## src/hdl/skf_pkg.sv

```systemverilog
// Shared constants, state encoding and control structures of the scalar Kalman filter.
package skf_pkg;

    localparam int SAMPLE_BITS_DEF = 12;
    localparam int FRAC_BITS       = 12;
    localparam int GAIN_BITS       = 24;
    localparam int GAIN_W          = GAIN_BITS + 1;
    localparam int REG_W           = 32;
    localparam int PROD_W          = REG_W + GAIN_W;
    localparam int DIV_STEPS       = GAIN_BITS;
    localparam int CNT_W           = $clog2(DIV_STEPS);
    localparam int CFG_IDX_W       = 2;

    localparam logic [REG_W-1:0]  Q_RESET   = 32'd150995;
    localparam logic [REG_W-1:0]  R_RESET   = 32'd150995;
    localparam logic [REG_W-1:0]  P0_RESET  = 32'd167772160;
    localparam logic [GAIN_W-1:0] GAIN_ONE  = GAIN_W'(1) << GAIN_BITS;

    localparam logic [CFG_IDX_W-1:0] CFG_PROCESS_NOISE = 2'd0;
    localparam logic [CFG_IDX_W-1:0] CFG_MEAS_NOISE    = 2'd1;
    localparam logic [CFG_IDX_W-1:0] CFG_INIT_VAR      = 2'd2;

    typedef enum logic [2:0] {
        ST_IDLE,
        ST_PRED,
        ST_DENOM,
        ST_DIV,
        ST_MULE,
        ST_UPDE,
        ST_MULV,
        ST_UPDV
    } t_state;

    typedef struct packed {
        logic load_sample;
        logic predict;
        logic prep_div;
        logic div_step;
        logic mul_est;
        logic upd_est;
        logic mul_var;
        logic upd_var;
    } t_dp_ctrl;

    typedef struct packed {
        logic skip_div;
    } t_dp_stat;

endpackage

```

## src/hdl/skf_ctrl.sv

```systemverilog
// Sequencer that steps the shared datapath through one filter update.
module skf_ctrl (
    input  logic                i_clk,
    input  logic                i_rst_n,
    input  logic                i_in_valid,
    output logic                o_in_ready,
    input  logic                i_out_free,
    input  skf_pkg::t_dp_stat   i_stat,
    output skf_pkg::t_dp_ctrl   o_ctrl
);

    skf_pkg::t_state                r_state, n_state;
    logic [skf_pkg::CNT_W-1:0]      r_cnt, n_cnt;

    always_ff @(posedge i_clk) begin
        if (!i_rst_n) begin
            r_state <= skf_pkg::ST_IDLE;
            r_cnt   <= '0;
        end else begin
            r_state <= n_state;
            r_cnt   <= n_cnt;
        end
    end

    always_comb begin
        n_state = r_state;
        n_cnt   = r_cnt;
        o_ctrl  = '0;
        unique case (r_state)
            skf_pkg::ST_IDLE: begin
                if (i_in_valid) begin
                    o_ctrl.load_sample = 1'b1;
                    n_state            = skf_pkg::ST_PRED;
                end
            end
            skf_pkg::ST_PRED: begin
                o_ctrl.predict = 1'b1;
                n_state        = skf_pkg::ST_DENOM;
            end
            skf_pkg::ST_DENOM: begin
                // With zero measurement noise the gain is known outright.
                o_ctrl.prep_div = 1'b1;
                n_state = i_stat.skip_div ? skf_pkg::ST_MULE : skf_pkg::ST_DIV;
            end
            skf_pkg::ST_DIV: begin
                o_ctrl.div_step = 1'b1;
                if (r_cnt == skf_pkg::CNT_W'(skf_pkg::DIV_STEPS - 1)) begin
                    n_cnt   = '0;
                    n_state = skf_pkg::ST_MULE;
                end else begin
                    n_cnt = r_cnt + 1'b1;
                end
            end
            skf_pkg::ST_MULE: begin
                o_ctrl.mul_est = 1'b1;
                n_state        = skf_pkg::ST_UPDE;
            end
            skf_pkg::ST_UPDE: begin
                o_ctrl.upd_est = 1'b1;
                n_state        = skf_pkg::ST_MULV;
            end
            skf_pkg::ST_MULV: begin
                o_ctrl.mul_var = 1'b1;
                n_state        = skf_pkg::ST_UPDV;
            end
            skf_pkg::ST_UPDV: begin
                // Hold here until the output register can take the word.
                if (i_out_free) begin
                    o_ctrl.upd_var = 1'b1;
                    n_state        = skf_pkg::ST_IDLE;
                end
            end
            default: begin
                n_state = skf_pkg::ST_IDLE;
            end
        endcase
    end

    // No word is taken while reset is held, as it would be lost.
    assign o_in_ready = (r_state == skf_pkg::ST_IDLE) && i_rst_n;

`ifndef SYNTHESIS
    a_cnt_only_in_div: assert property (@(posedge i_clk) disable iff (!i_rst_n)
        r_state != skf_pkg::ST_DIV |-> r_cnt == '0)
        else $error("divider step counter left non-zero outside the divide");
    a_accept_starts: assert property (@(posedge i_clk) disable iff (!i_rst_n)
        i_in_valid && o_in_ready |=> r_state == skf_pkg::ST_PRED)
        else $error("accepted word did not start an update");
    a_one_op: assert property (@(posedge i_clk) disable iff (!i_rst_n)
        $onehot0(o_ctrl))
        else $error("more than one datapath operation in a cycle");
    a_finish_idle: assert property (@(posedge i_clk) disable iff (!i_rst_n)
        o_ctrl.upd_var |=> r_state == skf_pkg::ST_IDLE && !o_ctrl.upd_var)
        else $error("update finished without returning to idle");
`endif

endmodule

```

## src/hdl/skf_dp.sv

```systemverilog
// Filter state, configuration registers and the shared divide and multiply datapath.
module skf_dp #(
    parameter int SAMPLE_BITS = skf_pkg::SAMPLE_BITS_DEF
) (
    input  logic                                     i_clk,
    input  logic                                     i_rst_n,
    input  logic                                     i_cfg_we,
    input  logic [skf_pkg::CFG_IDX_W-1:0]            i_cfg_index,
    input  logic [skf_pkg::REG_W-1:0]                i_cfg_data,
    input  logic [SAMPLE_BITS-1:0]                   i_sample,
    input  skf_pkg::t_dp_ctrl                        i_ctrl,
    output skf_pkg::t_dp_stat                        o_stat,
    output logic [SAMPLE_BITS+skf_pkg::FRAC_BITS-1:0] o_estimate
);

    localparam int EST_W = SAMPLE_BITS + skf_pkg::FRAC_BITS;
    localparam int REG_W = skf_pkg::REG_W;

    logic [REG_W-1:0]          r_q;
    logic [REG_W-1:0]          r_r;
    logic [REG_W-1:0]          r_var;
    logic [EST_W-1:0]          r_est;

    logic [SAMPLE_BITS-1:0]    r_sample;
    logic [REG_W-1:0]          r_p;
    logic [REG_W:0]            r_den;
    logic [REG_W:0]            r_rem;
    logic [skf_pkg::GAIN_W-1:0] r_gain;
    logic [EST_W-1:0]          r_mag;
    logic                      r_neg;
    logic [skf_pkg::PROD_W-1:0] r_prod;

    logic [REG_W:0]            w_psum;
    logic [EST_W-1:0]          w_target;
    logic [EST_W:0]            w_diff;
    logic [REG_W+1:0]          w_shl;
    logic [REG_W+1:0]          w_sub;
    logic                      w_ge;
    logic [REG_W-1:0]          w_mul_a;
    logic [skf_pkg::PROD_W-1:0] w_prod;
    logic [EST_W-1:0]          w_step;

    assign w_psum   = {1'b0, r_var} + {1'b0, r_q};
    assign w_target = {r_sample, {skf_pkg::FRAC_BITS{1'b0}}};
    assign w_diff   = {1'b0, w_target} - {1'b0, r_est};

    // One restoring divide step: shift the remainder, subtract if it fits.
    assign w_shl = {r_rem, 1'b0};
    assign w_ge  = (w_shl >= {1'b0, r_den});
    assign w_sub = w_shl - {1'b0, r_den};

    // The single multiplier serves both the estimate step and the variance scale.
    assign w_mul_a = i_ctrl.mul_var ? r_p : REG_W'(r_mag);
    assign w_prod  = skf_pkg::PROD_W'(w_mul_a) * skf_pkg::PROD_W'(r_gain);
    assign w_step  = r_prod[skf_pkg::GAIN_BITS +: EST_W];

    always_ff @(posedge i_clk) begin
        if (!i_rst_n) begin
            r_q   <= skf_pkg::Q_RESET;
            r_r   <= skf_pkg::R_RESET;
            r_var <= skf_pkg::P0_RESET;
            r_est <= '0;
        end else begin
            if (i_ctrl.upd_est) begin
                r_est <= r_neg ? (r_est - w_step) : (r_est + w_step);
            end
            if (i_ctrl.upd_var) begin
                r_var <= r_prod[skf_pkg::GAIN_BITS +: REG_W];
            end
            if (i_cfg_we) begin
                unique case (i_cfg_index)
                    skf_pkg::CFG_PROCESS_NOISE: r_q <= i_cfg_data;
                    skf_pkg::CFG_MEAS_NOISE:    r_r <= i_cfg_data;
                    skf_pkg::CFG_INIT_VAR: begin
                        r_var <= i_cfg_data;
                        r_est <= '0;
                    end
                    default: ;
                endcase
            end
        end
    end

    always_ff @(posedge i_clk) begin
        if (i_ctrl.load_sample) begin
            r_sample <= i_sample;
        end
        if (i_ctrl.predict) begin
            r_p <= w_psum[REG_W] ? '1 : w_psum[REG_W-1:0];
        end
        if (i_ctrl.prep_div) begin
            r_den <= {1'b0, r_p} + {1'b0, r_r};
            r_rem <= {1'b0, r_p};
            r_neg <= w_diff[EST_W];
            r_mag <= w_diff[EST_W] ? (r_est - w_target) : w_diff[EST_W-1:0];
            if (o_stat.skip_div) begin
                r_gain <= (r_p == '0) ? '0 : skf_pkg::GAIN_ONE;
            end else begin
                r_gain <= '0;
            end
        end
        if (i_ctrl.div_step) begin
            r_rem  <= w_ge ? w_sub[REG_W:0] : w_shl[REG_W:0];
            r_gain <= {r_gain[skf_pkg::GAIN_W-2:0], w_ge};
        end
        if (i_ctrl.mul_est || i_ctrl.mul_var) begin
            r_prod <= w_prod;
        end
        if (i_ctrl.upd_est) begin
            // The gain register now holds one minus the gain for the variance.
            r_gain <= skf_pkg::GAIN_ONE - r_gain;
        end
    end

    assign o_stat.skip_div = (r_r == '0);
    assign o_estimate      = r_est;

endmodule

```

## src/hdl/scalar_kalman_filter_top.sv

```systemverilog
// Top level of the scalar Kalman filter: stream ports, sequencer, datapath, output register.
//
// Each accepted sample runs one predict-and-correct update of a one-dimensional Kalman
// filter and yields one filtered estimate in unsigned Q12.12. Between accepting a sample
// and loading its estimate into the output register, the restoring divider forms the
// gain one quotient bit per cycle; with zero measurement noise the divide is skipped.
// The input is taken only between updates, but a new sample is accepted while the
// previous estimate still waits in the output register. Configuration writes are
// accepted whenever the block is out of reset and must only be made while the filter
// is idle; writing the initial variance restarts the filter.
module scalar_kalman_filter_top #(
    parameter int SAMPLE_BITS = skf_pkg::SAMPLE_BITS_DEF
) (
    input  logic                               i_clk,
    input  logic                               i_rst_n,
    input  logic                               i_cfg_valid,
    output logic                               o_cfg_ready,
    input  logic [skf_pkg::CFG_IDX_W-1:0]      i_cfg_index,
    input  logic [skf_pkg::REG_W-1:0]          i_cfg_data,
    input  logic                               s_axis_tvalid,
    output logic                               s_axis_tready,
    // Fields from bit 0: sample.
    input  logic [((SAMPLE_BITS+7)/8)*8-1:0]   s_axis_tdata,
    output logic                               m_axis_tvalid,
    input  logic                               m_axis_tready,
    // Fields from bit 0: estimate.
    output logic [((SAMPLE_BITS+skf_pkg::FRAC_BITS+7)/8)*8-1:0] m_axis_tdata
);

    localparam int EST_W      = SAMPLE_BITS + skf_pkg::FRAC_BITS;
    localparam int OUT_DATA_W = ((EST_W + 7) / 8) * 8;

    skf_pkg::t_dp_ctrl  w_ctrl;
    skf_pkg::t_dp_stat  w_stat;
    logic [EST_W-1:0]   w_estimate;
    logic               w_out_free;
    logic               r_out_valid;
    logic [EST_W-1:0]   r_out_data;

    assign o_cfg_ready = i_rst_n;
    assign w_out_free  = !r_out_valid || m_axis_tready;

    skf_ctrl u_ctrl (
        .i_clk      (i_clk),
        .i_rst_n    (i_rst_n),
        .i_in_valid (s_axis_tvalid),
        .o_in_ready (s_axis_tready),
        .i_out_free (w_out_free),
        .i_stat     (w_stat),
        .o_ctrl     (w_ctrl)
    );

    skf_dp #(
        .SAMPLE_BITS (SAMPLE_BITS)
    ) u_dp (
        .i_clk       (i_clk),
        .i_rst_n     (i_rst_n),
        .i_cfg_we    (i_cfg_valid),
        .i_cfg_index (i_cfg_index),
        .i_cfg_data  (i_cfg_data),
        .i_sample    (s_axis_tdata[SAMPLE_BITS-1:0]),
        .i_ctrl      (w_ctrl),
        .o_stat      (w_stat),
        .o_estimate  (w_estimate)
    );

    always_ff @(posedge i_clk) begin
        if (!i_rst_n) begin
            r_out_valid <= 1'b0;
        end else if (w_ctrl.upd_var) begin
            r_out_valid <= 1'b1;
        end else if (m_axis_tready) begin
            r_out_valid <= 1'b0;
        end
    end

    always_ff @(posedge i_clk) begin
        if (w_ctrl.upd_var) begin
            r_out_data <= w_estimate;
        end
    end

    assign m_axis_tvalid = r_out_valid;
    assign m_axis_tdata  = OUT_DATA_W'(r_out_data);

endmodule
```

## config.mk

```make
export PLATFORM = sky130hd
export DESIGN_NAME = scalar_kalman_filter_top
export DESIGN_NICKNAME = d
export VERILOG_FILES = /design/src/hdl/skf_pkg.sv /design/src/hdl/skf_ctrl.sv /design/src/hdl/skf_dp.sv /design/src/hdl/scalar_kalman_filter_top.sv
export SDC_FILE = /design/constraint.sdc
export NUM_CORES = 2
export LEC_CHECK = 0
export BUFFER_PORTS_ARGS = -buffer_cell sky130_fd_sc_hd__buf_2
export CORE_AREA = 2 2 317 225
export CTS_BUF_LIST = sky130_fd_sc_hd__clkbuf_4 sky130_fd_sc_hd__clkbuf_8
export CTS_CLUSTER_DIAMETER = 50
export DETAILED_ROUTE_END_ITERATION = 7
export DIE_AREA = 0 0 319 227
export GPL_TIMING_DRIVEN = 0
export PLACE_DENSITY = 0.84
export REMOVE_ABC_BUFFERS = 1
export SLEW_MARGIN = 20
export SYNTH_ARGS = -nofsm -noshare
export SYNTH_HDL_FRONTEND = slang
export SYNTH_SLANG_ARGS = --single-unit
```

## constraint.sdc

```tcl
create_clock -name i_clk -period 9.8 [get_ports i_clk]
set_input_delay 0.49 -clock i_clk [delete_from_list [all_inputs] [get_ports i_clk]]
set_output_delay 0.49 -clock i_clk [all_outputs]
set_load 0.03 [all_outputs]
```

== Word level (Yosys, flattened, before mapping) ==
Cells that the tools add are included.
Storage, ports and cells
  flip-flop bits (word level): 369
  word-level logic and storage cells: 89
  bits of input ports: 55
  output and inout port bits: 27
Operators by class
  mux-type cells: 35
  eq/ne operators: 13
  $lt $le $gt $ge: 1
  $mul: 1
  add/sub/neg operators: 9
  reductions and logical operators: 14
Operators with widths (count)
  2-to-1 mux 32 bit: 4
  2-to-1 mux 25 bit: 5
  2-to-1 mux 24 bit: 5
  2-to-1 mux 33 bit: 3
  adder 32 x 32 -> 33 bit: 2
  zero test 32 bit: 2
  multiplier 32 x 25 -> 56 bit: 1
  subtractor 24 bit: 2
  greater-or-equal comparator 34 x 33 -> 1 bit: 1
  subtractor 33 bit: 1
  subtractor 24 x 24 -> 25 bit: 1
  subtractor 25 bit (first input constant): 1
  adder 24 bit: 1
  case mux 3 bit (8 select lines): 1
  == test 3 bit (second input constant): 4
  2-to-1 mux 1 bit: 12
  2-to-1 mux 3 bit: 4
  == test 3 x 2 -> 1 bit (second input constant): 2
  adder 5 x 1 -> 5 bit (second input constant): 1
  == test 5 bit (second input constant): 1
  2-to-1 mux 5 bit: 1
  inequality test 2 x 1 -> 1 bit (second input constant): 2
  AND reduction 2 bit: 2
  nonzero test 2 bit: 2
  11 further kinds: 12

== Logic depth before layout (Yosys ltp) ==
  depth in word-level cells: 7
  mapped depth: 31
  gate-level depth less buffers: 27

== By module ==
Synthesis repeated with hierarchy kept, for this count alone.
Second synthesis, totals
  cells, all modules: 5099
  area, all modules: 46669.8 sq um
Modules (own cells, without submodules)
  skf_dp: area each 45432.3 sq um, seq. area each 8167.8 sq um, cells each 5015, instances 1
  scalar_kalman_filter_top: area each 777.0 sq um, seq. area each 740.7 sq um, cells each 29, instances 1
  skf_ctrl: area each 460.4 sq um, seq. area each 160.2 sq um, cells each 55, instances 1

== Least setup slack after synthesis ==
Ideal clock, no wire load.
  path type: flip-flop to flip-flop
  from: register u_ctrl.r_state[2]
  to: register u_dp.r_prod[46] (netlist bit), data pin
  required time: 9539 ps
  path slack: 1905 ps
  stages on the path, launching flop included: 29
  library setup time: 261 ps
  period minus slack after synthesis: 7895 ps
  buffers on the path: 3
  arrival time: 7634 ps
  cell sequence: dfxtp_1 and3b_1 buf_2 buf_1 mux2_2 clkbuf_1 and2_1 fa_1 fa_1 inv_1 fa_1 fa_1 inv_1 fa_1 fa_1 inv_1 fa_1 inv_1 ha_1 a21oi_1 o211ai_1 a41o_1 nand3b_1 a31o_2 a41oi_1 o21ai_1 a21oi_2 o31ai_1 o311a_1
Between the ends
  longest elaborated chain between the ends: 4
RTL lines
  start, declared: line skf_ctrl.sv:12  | skf_pkg::t_state r_state, n_state;
  start signal, assigned: line skf_ctrl.sv:17  | r_state <= skf_pkg::ST_IDLE;
  start signal, assigned: line skf_ctrl.sv:20  | r_state <= n_state;
  == test 3 bit: line skf_ctrl.sv:29  | unique case (r_state)
  2-to-1 mux 1 bit: line skf_ctrl.sv:29
  2-to-1 mux 32 bit: line skf_dp.sv:53  | assign w_mul_a = i_ctrl.mul_var ? r_p : REG_W'(r_mag);
  multiplier 32 x 25 -> 56 bit: line skf_dp.sv:54  | assign w_prod = skf_pkg::PROD_W'(w_mul_a) * skf_pkg::PROD_W'(r_gain);
  via u_dp.w_prod, one bit: line skf_dp.sv:40  | logic [skf_pkg::PROD_W-1:0] w_prod;
  end signal, assigned: line skf_dp.sv:107  | r_prod <= w_prod;
  end, declared: line skf_dp.sv:31  | logic [skf_pkg::PROD_W-1:0] r_prod;
The timed path passes the listed nets, and every way through them passes these cells.
A chain may end at the register's enable or synchronous reset.

== Worst setup path in the final report ==
  from: register u_ctrl.r_state[1]
  to: register u_dp.r_prod[53] (netlist bit), data pin
The elaborated chain is that of the path after synthesis.

==> results_dict.tcl <==
set metrics [dict create \
    status "completed" \
    relSlewSlack_pct 22.18 \
    cts.clk_slew.worst_paths_ps 70 \
    top_level_ports 82 \
    grtUsageTotal_pct 36.14 \
    ys_dominant_reg_cell "edfxtp_1" \
    grt_antenna_before_repair 11 \
    insertion_delay_ps 630 \
    dr.pass1.iters 8 \
    wl_per_cell_um 21.59 \
    area_growth_syn_to_layout_pct 5.908 \
    setup_violations 0 \
    crit_top_cell "fa_1" \
    vias 36690 \
    finClkSkew_ps 30.44 \
    dieArea_mm2 0.07241 \
    yosysWarnings 0 \
    synth-simple-area-share_pct 16.78 \
    slew_viol_final 0 \
    rsz0062_at_grt "no" \
    synth.ff_latch_count 345 \
    seq_area_frac_synth_pct 19.67 \
    synth-xor-area-share_pct 3.552 \
    synth_mux_area_share_pct 2.413 \
    drive_gt1_share_pct 5.764 \
    finalHoldViolations 0 \
    syn_area_mm2 0.04611 \
    crit_slowest_cell "dfxtp_1" \
    viasPerCell 6.165 \
    synth_top_family_by_area "adder cells" \
    grt_pass1_vias 37210 \
    ys_async_sr_fraction_pct 0 \
    rows 81 \
    gr-total-overflow 0 \
    max_freq_mhz 104.9 \
    place_congestion 0.9716 \
    min_path_type "primary input to register" \
    ant_nets 0 \
    io_buffers 77 \
    slowest_delay_ps 770 \
    final.min_clock_period_ps 9535 \
    timing.setup.tns_ps 0 \
    routed_wl_mm 128.5 \
    cp_top_family "adder cells" \
    yosysUniqueCellTypes 83 \
    grt_first_pass_wirelength_mm 203.6 \
    synth_edf_count 216 \
    syn_area_per_cell_um2 9.092 \
    cts_buffers 51 \
    synthAdderAreaFrac_pct 38.92 \
    crit_fanout 31 \
    clockRootBuffer "clkbuf_8" \
    fill_cells 5057 \
    hold_ws_ps 26.60 \
    synth-compound-area-share_pct 9.601 \
    period_share_pct 97.30 \
    cap_violations 0 \
    crit_type "register to register" \
    cp.required_ps 10170 \
    htree_num_levels 2 \
    crit_buf_inv 5 \
    final_area_mm2 0.04883 \
    arrival_ps 9910 \
    drc_errors 0 \
    die_x_um 319 \
    die_h_um 227 \
    cts_tree "yes" \
    drt_iter0_drc 4137 \
    dp_hpwl_mm 99.78 \
    hold_buffers 0 \
    cts_buffer_depth 3 \
    core_area_mm2 0.06932 \
    worst_pin_slew_ps 1164 \
    place_area_mm2 0.04769 \
    grt_start_max_net_pins 77 \
    end_kind "register" \
    startpoint_type "register" \
    synth_cells 5071 \
    cts_sinks 345 \
    fin_nets 6063 \
    start_util_pct 66.51 \
]
==> area by class of cell <==
class / count / area, um^2 / area share [%]
Clock inverter: 18 / 140.1 / 0.2870
Multi-Input combinational cell: 3630 / 32970 / 67.52
Clock buffer: 78 / 948.4 / 1.942
Inverter: 828 / 3108 / 6.365
Tap cell: 913 / 1142 / 2.339
Antenna cell: 8 / 20.02 / 0.04100
Timing Repair Buffer: 132 / 1434 / 2.937
Sequential cell: 345 / 9069 / 18.57
==> final timing paths <==
check / startpoint / end / slack, ps / cells after the start
min reg2reg: u_dp.r_q[12] / u_dp.r_q[12] / 460 / 2
max: u_ctrl.r_state[1] / u_dp.r_prod[53] / 260 / 26
max reg2reg: u_ctrl.r_state[1] / u_dp.r_prod[53] / 260 / 26
min: s_axis_tdata[4] / u_dp.r_sample[4] / 30 / 1
==> cells in the final DEF, fill, tap and decap left out, types with 67 or more instances in the layout <==
cell type,instances
xnor2_1,124
ha_1,330
edfxtp_1,216
and2_1,308
buf_2,77
mux2i_1,83
a21o_1,93
inv_1,825
a21oi_1,222
nand3_1,67
dfxtp_1,129
and3_1,125
nand2_1,733
nor2_1,154
o21ai_0,187
fa_1,690
==> synthesized netlist by cell type, drive strengths merged, types with 25 or more instances <==
library cell  instances  share of area [%]
mux2i                83                1.8
and2                309                4.2
mux2                 25               0.61
fa                  690                 30
nand2               735                6.0
a21o                 93                1.5
nor4                 30               0.41
ha                  330                9.0
xor2                 63                1.2
a21oi               224                2.4
xnor2               124                2.4
edfxtp              216                 14
nand3                67               0.73
dfxtp               129                5.6
and3                125                1.7
inv                 828                6.7
nand2b               33               0.45
a31oi                27               0.41
nor2                159                1.3
clkbuf              246                2.0
o21ai               194                2.1
nor3                 49               0.53
==> cells by family (layout without fill, tap and decap cells) <==
| logic type | after synthesis | count (layout) |
|---|---|---|
| compound gates | 707 | 707 |
| xor+xnor | 187 | 187 |
| fa+ha+maj | 1020 | 1020 |
| buf+inv | 1098 | 1056 |
| flops | 345 | 345 |
| mux | 108 | 108 |
| other cells | 0 | 8 |
| simple gates | 1606 | 1608 |
==> registers in the layout, summed over array words and instances (netlist names) <==
register / flops
m_axis_tdata: 24
m_axis_tvalid: 1
u_ctrl.r_cnt: 5
u_ctrl.r_state: 3
u_dp.o_estimate: 24
u_dp.r_den: 33
u_dp.r_gain: 25
u_dp.r_mag: 24
u_dp.r_neg: 1
u_dp.r_p: 32
u_dp.r_prod: 32
u_dp.r_q: 32
u_dp.r_r: 32
u_dp.r_rem: 33
u_dp.r_sample: 12
u_dp.r_var: 32
==> metrics by stage <==
stage               setup WS, ps  cells  utilization [%]
global route               7.320   5944            70.41
CTS                        37.92   5941            70.36
finish                     264.6   5952            70.44
floorplan                 -141.2   4801                -
detailed placement         102.3   5845            68.79
global placement           -2834   5791            67.16
==> what timing repair did <==
item                                    CTS  global route
setup buffers                             0             0
gates resized for setup                   0             1
endpoints found under the setup margin    0             6
==> per-layer routing <==
layer / up-vias / track usage, % / wire length [um]
met5: - / 0 / 32
met4: 4 / 11.40 / 4439
li1: 16080 / - / -
met3: 319 / 9.972 / 16800
met2: 2161 / 55.06 / 55060
met1: 18130 / 50.72 / 52190
Power is not shown: default switching activity piles up to over one toggle a cycle in this logic, so the estimate is an artifact.
